## src/design/npt_pkg.sv

```systemverilog
// ---------------------------------------------------------------------------
// npt_pkg: shared types and constants for the nearest point table
// Coordinates, transfer payloads, operation and status codes.
// ---------------------------------------------------------------------------
package npt_pkg;

    localparam int COORD_W       = 16;
    localparam int INDEX_W       = 9;
    localparam int STATUS_W      = 2;
    localparam int OP_W          = 2;
    localparam int SQ_W          = 32;
    localparam int DIST_W        = 34;
    localparam int DEPTH_DEFAULT = 512;

    localparam logic [DIST_W-1:0] LIMIT_RESET = 34'd2000000000;

    localparam logic [OP_W-1:0] OP_QUERY  = 2'd0;
    localparam logic [OP_W-1:0] OP_INSERT = 2'd1;
    localparam logic [OP_W-1:0] OP_CLEAR  = 2'd2;

    localparam logic [STATUS_W-1:0] ST_OK    = 2'd0;
    localparam logic [STATUS_W-1:0] ST_EXACT = 2'd1;
    localparam logic [STATUS_W-1:0] ST_NONE  = 2'd2;
    localparam logic [STATUS_W-1:0] ST_FULL  = 2'd3;

    typedef struct packed {
        logic signed [COORD_W-1:0] x;
        logic signed [COORD_W-1:0] y;
        logic signed [COORD_W-1:0] z;
    } t_point;

    typedef struct packed {
        logic [OP_W-1:0]           operation;
        logic signed [COORD_W-1:0] pos_x;
        logic signed [COORD_W-1:0] pos_y;
        logic signed [COORD_W-1:0] pos_z;
    } t_in_item;

    typedef struct packed {
        logic [INDEX_W-1:0]  entry_index;
        logic [STATUS_W-1:0] status;
    } t_out_item;

    typedef struct packed {
        logic valid;
        logic equal;
    } t_dist_flags;

endpackage

```

## src/design/npt_dist.sv

```systemverilog
// ---------------------------------------------------------------------------
// npt_dist: distance stage of the table scan
// Squares the per-axis differences between a stored entry and the probe
// point into registers, flags an exact match, and presents the summed
// squared distance of the registered squares.
// ---------------------------------------------------------------------------
module npt_dist #(
    parameter int IDX_W = 9
) (
    input  logic                          i_clk,
    input  logic                          i_rst_n,
    input  logic                          i_valid,
    input  logic [IDX_W-1:0]              i_idx,
    input  npt_pkg::t_point               i_entry,
    input  npt_pkg::t_point               i_pos,
    output npt_pkg::t_dist_flags          o_flags,
    output logic [IDX_W-1:0]              o_idx,
    output logic [npt_pkg::DIST_W-1:0]    o_dist
);
    import npt_pkg::*;

    localparam int PROD_W = 2*COORD_W + 2;

    logic signed [COORD_W:0]     dx, dy, dz;
    logic signed [PROD_W-1:0]    px, py, pz;

    logic              r_valid;
    logic              r_equal;
    logic [IDX_W-1:0]  r_idx;
    logic [SQ_W-1:0]   r_sx, r_sy, r_sz;

    always_comb begin
        dx = {i_pos.x[COORD_W-1], i_pos.x} - {i_entry.x[COORD_W-1], i_entry.x};
        dy = {i_pos.y[COORD_W-1], i_pos.y} - {i_entry.y[COORD_W-1], i_entry.y};
        dz = {i_pos.z[COORD_W-1], i_pos.z} - {i_entry.z[COORD_W-1], i_entry.z};
        px = PROD_W'(dx) * PROD_W'(dx);
        py = PROD_W'(dy) * PROD_W'(dy);
        pz = PROD_W'(dz) * PROD_W'(dz);
    end

    always_ff @(posedge i_clk) begin
        if (!i_rst_n) begin
            r_valid <= 1'b0;
        end else begin
            r_valid <= i_valid;
        end
    end

    // A difference is at most 65535 in magnitude, so each square fits 32 bits.
    always_ff @(posedge i_clk) begin
        r_idx   <= i_idx;
        r_equal <= (i_entry == i_pos);
        r_sx    <= px[SQ_W-1:0];
        r_sy    <= py[SQ_W-1:0];
        r_sz    <= pz[SQ_W-1:0];
    end

    assign o_flags.valid = r_valid;
    assign o_flags.equal = r_equal;
    assign o_idx         = r_idx;
    assign o_dist        = DIST_W'(r_sx) + DIST_W'(r_sy) + DIST_W'(r_sz);

endmodule

```

## config.mk

```make
export PLATFORM = sky130hd
export DESIGN_NAME = npt_dist
export DESIGN_NICKNAME = d
export VERILOG_FILES = /design/src/design/npt_pkg.sv /design/src/design/npt_dist.sv
export SDC_FILE = /design/constraint.sdc
export NUM_CORES = 2
export LEC_CHECK = 0
export BUFFER_PORTS_ARGS = -buffer_cell sky130_fd_sc_hd__buf_2
export CORE_MARGIN = 3
export CORE_UTILIZATION = 35
export DETAILED_ROUTE_END_ITERATION = 10
export PLACE_DENSITY = 0.57
export SLEW_MARGIN = 0
export SYNTH_ARGS = -nofsm -noshare
export SYNTH_HDL_FRONTEND = slang
export SYNTH_SLANG_ARGS = --single-unit
```

## constraint.sdc

```tcl
create_clock -name i_clk -period 9.55 [get_ports i_clk]
set_input_delay 1.91 -clock i_clk [delete_from_list [all_inputs] [get_ports i_clk]]
set_output_delay 1.91 -clock i_clk [all_outputs]
set_load 0.01 [all_outputs]
```

# == Word level (Yosys, flattened, before mapping) ==
# Cells that the tools add are included.
# totals
out_inout_bits,45
word_cells,15
latchBits,0
regBits,107
mem_count,0
mem_bits_rw,0
inputBits,108
mem_bits_ro,0
# op_classes
reduce_logical,0
div_mod_pow,0
add_sub_neg,5
n_eq_ne,1
magnitude_cmp,0
n_bitwise,0
mux,0
multipliers,3
n_shift,0
# ops
cell,count
17-bit by 17-bit multiplier with 32-bit output,3
16-bit by 16-bit subtractor with 17-bit output,3
48-bit equality test,1
33-bit by 32-bit adder with 34-bit output,1
32-bit by 32-bit adder with 33-bit output,1

# == Longest topological paths before layout ==
# logic_depth
ltp_word,2
ltp_mapped,36

# == Least setup slack after synthesis ==
# Ideal clock, no wire load.
# synth_timing
path_type,input to register
from,input i_pos[16] in the netlist's numbering
to,register r_sy[31]
required_ns,9.478
path_buffers,2
slack_ns,-0.033
t_arrival_ns,9.511
cell_stages,34
path_cell_list,inv_1 > ha_1 > fa_1 > nor2b_1 > o31a_1 > nor3_2 > o311ai_1 > o41a_1 > a21oi_4 > o22a_1 > inv_2 > buf_2 > nor2_1 > fa_1 > inv_1 > fa_1 > inv_1 > fa_1 > fa_1 > fa_1 > inv_1 > fa_1 > inv_1 > ha_1 > buf_2 > a2111oi_2 > o21a_1 > o31ai_1 > a211oi_2 > nor2_1 > a311o_1 > a31oi_1 > xnor2_1 > xnor2_1
# synth_via
elab_chain_cells,2
# synth_lines
item,line_no,rtl
from (decl),npt_dist.sv:15,"input npt_pkg::t_point i_pos,"
16-bit by 16-bit subtractor with 17-bit output,npt_dist.sv:34,"dy = {i_pos.y[COORD_W-1], i_pos.y} - {i_entry.y[COORD_W-1], i_entry.y};"
17-bit by 17-bit multiplier with 32-bit output,npt_dist.sv:37,py = PROD_W'(dy) * PROD_W'(dy);
net py[31],npt_dist.sv:25,"logic signed [PROD_W-1:0] px, py, pz;"
to (signal assigned),npt_dist.sv:54,r_sy <= py[SQ_W-1:0];
to (decl),npt_dist.sv:30,"logic [SQ_W-1:0] r_sx, r_sy, r_sz;"
# The timed path passes the listed nets, and every way through them passes these cells.
# A chain may end at the register's enable or synchronous reset.

# == Worst setup path after layout ==
# layout_timing
from,input i_entry[0] in the netlist's numbering
to,register r_sz[31]
# layout_via
elab_chain_cells,2
# layout_lines
item,line_no,rtl
from (decl),npt_dist.sv:14,"input npt_pkg::t_point i_entry,"
16-bit by 16-bit subtractor with 17-bit output,npt_dist.sv:35,"dz = {i_pos.z[COORD_W-1], i_pos.z} - {i_entry.z[COORD_W-1], i_entry.z};"
17-bit by 17-bit multiplier with 32-bit output,npt_dist.sv:38,pz = PROD_W'(dz) * PROD_W'(dz);
net pz[31],npt_dist.sv:25,
to (signal assigned),npt_dist.sv:55,r_sz <= pz[SQ_W-1:0];
to (decl),npt_dist.sv:30,
# The timed path passes the listed nets, and every way through them passes these cells.

==> results by group <==
Placement
  – Placed Area: slightly below 40000 um^2
  – Port Buffer Count: approximately 150
  – Hpwl dp: about 80000 um
  – Pre-CTS WS: -390 ps
  – Routability cong.: 0.896

Clock tree
  – H-tree depth: 3
  – Hold Buf Count CTS: 0
  – CTS tree: done
  – Clock Sinks: ~100
  – CTS Buffer Depth: 2
  – TritonCTS Buffers: 9
  – Reg clk slew, reported paths: ~80 ps
  – CTS Root Cell: clkbuf_16

Yosys
  – Synthesized area per cell: between 9 and 10 um^2
  – Warnings, synthesis: 0
  – Synth Flop Type: dfxtp_1
  – Syn Inst Count: around 3800
  – Ys async rst share: 0%
  – Count of cell types in the netlist: 83
  – Mapped Area: 34500 um^2
  – Post-synth EDFFs: 0
  – Synthesized flop and latch total: 104
  – Sequential fraction of the synthesis area: 6.04%

Die
  – Die height: about 320 um
  – Die footprint: 102000 um^2
  – Io pins: about 150
  – Rows: about 110
  – Core Region: just under 100000 um^2
  – Die width: approximately 320 um
  – Starting Density: a little over a third

Worst setup path
  – CP max stage cell: fa_1
  – CP Capture Type: register
  – WP data arrival: 9470 ps
  – CP max FO: 4
  – Crit path required time: about 10000 ps
  – Critical path's largest stage delay: 520 ps
  – Worst Setup Start Kind: input pin
  – Critical path type: input pin to register
  – Most frequent CP cell: fa_1

Final layout
  – Layout overhead on the synthesized area: 14.8%
  – Layout cell share with drive strength beyond 1: 14.1%
  – Design Area, Final: roughly 40000 um^2
  – Area of the multi-input gates: roughly 28000 um^2
  – Layout fillers: roughly 9800
  – Most common cell after layout, fill and taps aside: inv_1
  – Register area: around 2100 um^2
  – Fin util: between 40 and 50%
  – Final #Nets: 5411
  – Commonest cells after routing, fill and taps aside: inv_1 (1029), fa_1 (803), nor2_1 (351)

STA
  – Final period util: a little over nine tenths
  – Final Hold Fails: 0
  – Least-Margin Pin Slew: 919 ps
  – Final slew viol count: 0
  – Post-layout minimum cycle time: approximately 9200 ps
  – Hold slack: 1640 ps
  – Post-route setup slack: approximately 330 ps
  – Setup violators final: 0
  – F_max: roughly 110 MHz
  – Worst rel slew slack: 38.3%

Routing
  – Total Routed Length: 89100 um
  – 1st-pass router iterations: 5
  – Routed wire per std cell: roughly 16 um
  – Vias per std cell: 4.67
  – Initial drt markers: about 1200
  – Final ANT Viol Nets: 0
  – Vias: 25535
  – Drt drc: 0

Min path
  – Worst min path class: input pin to register

Global route
  – Number of global-route vias before repair: between 20000 and 30000
  – Initial antenna violation count: 1
  – First-pass GRT wire length: 148000 um
  – Pin count of the biggest net entering global routing: 22
  – GRT Overall Usage: a little under a fifth
  – Global route overflow: 0

Outcome
  – Status: complete, no violations

Job
  – # Max-Cap Violations: 0
-- kinds of logic after synthesis --
group	Yosys count	synth area share [%]
AO/OA/AOI/OAI	409	8.31
XOR/XNOR	183	4.85
adder cells (fa/ha/maj)	1120	58.2
buffers and inverters	1130	12.4
flip-flops	104	6.04
multiplexers	2	0.0581
other	1	0.0109
AND/OR/NAND/NOR	823	10.1
-- what timing repair did --
action                                  CTS  global route
pin swaps                                 0            20
endpoints found under the setup margin    1            20
cloned                                    0             0
setup buffers                             0             9
gates resized for setup                   1            57
-- synthesized netlist by cell type (all sizes together) (3+ instances only) --
cell / number / area, um^2
nand3b: 3 / 22.5
or2: 9 / 56.3
a2111oi: 9 / 123
nand2: 299 / 1120
nor3: 36 / 190
a21boi: 8 / 63.8
or3: 8 / 50.1
o21bai: 12 / 90.1
a21oi: 100 / 512
nor4: 3 / 18.8
and4: 3 / 26.3
nand3: 20 / 100
fa: 807 / 16200
o311ai: 5 / 43.8
xnor2: 134 / 1180
clkbuf: 64 / 240
o21a: 37 / 278
nor2b: 24 / 150
ha: 313 / 3920
a31oi: 9 / 56.3
buf: 17 / 90.1
and3: 13 / 81.3
o41ai: 5 / 81.3
a311o: 4 / 40.0
nand4: 10 / 62.6
inv: 1046 / 3930
and2: 7 / 43.8
xor2: 49 / 489
nor2: 357 / 1350
nand2b: 23 / 144
o21ai: 69 / 349
o211ai: 8 / 65.1
a211oi: 23 / 198
o31a: 4 / 35.0
clkinv: 3 / 11.3
o31ai: 14 / 115
a211o: 7 / 61.3
dfxtp: 104 / 2080
a21o: 74 / 556
-- routing by layer --
layer | share of wire (%) | up-vias | global-route usage, %
met1 | 44 | 12896 | 24.7
met5 | 0 | - | 0
li1 | - | 12071 | -
met3 | 5.3 | 67 | 2.47
met4 | 2.8 | 0 | 4.49
met2 | 48 | 501 | 31.1
-- final timing paths --
check	to	start	cells after the start
setup / recovery	r_sz[31]	i_entry[0]	33
hold / removal	o_idx[7]	i_idx[7]	1
-- critical path, delay by kind of cell --
kind                       cells  cell delay [ps]
buffers and inverters          9              840
adders and majority gates      9             3960
AOI/OAI and AO/OA             11             2170
and+or+nand+nor                2              240
xor gates and xnor gates       2              320
-- registers in the layout, indices dropped and copies added (netlist names) --
name     cells
o_idx        9
r_equal      1
r_sx        31
r_sy        31
r_sz        31
r_valid      1
-- metrics by stage --
step / setup TNS, ps / std cells
floorplan: 0 / 3774
global placement: -1980 / 5439
detailed placement: -3130 / 5439
CTS: 0 / 5455
global route: -12.4 / 5464
finish: 0 / 5466
-- cell type report --
type	count	area share [%]
Multi-Input combinational cell	2540	71.7
Inverter	1049	9.96
Timing Repair Buffer	479	8.27
Sequential cell	104	5.26
Tap cell	1276	4.03
Clock buffer	9	0.569
Clock inverter	7	0.212
Antenna cell	2	0.0126
Power is left out: the tool's default activity adds up to more than one toggle a clock period on the data nets, which glitch-free logic cannot reach.
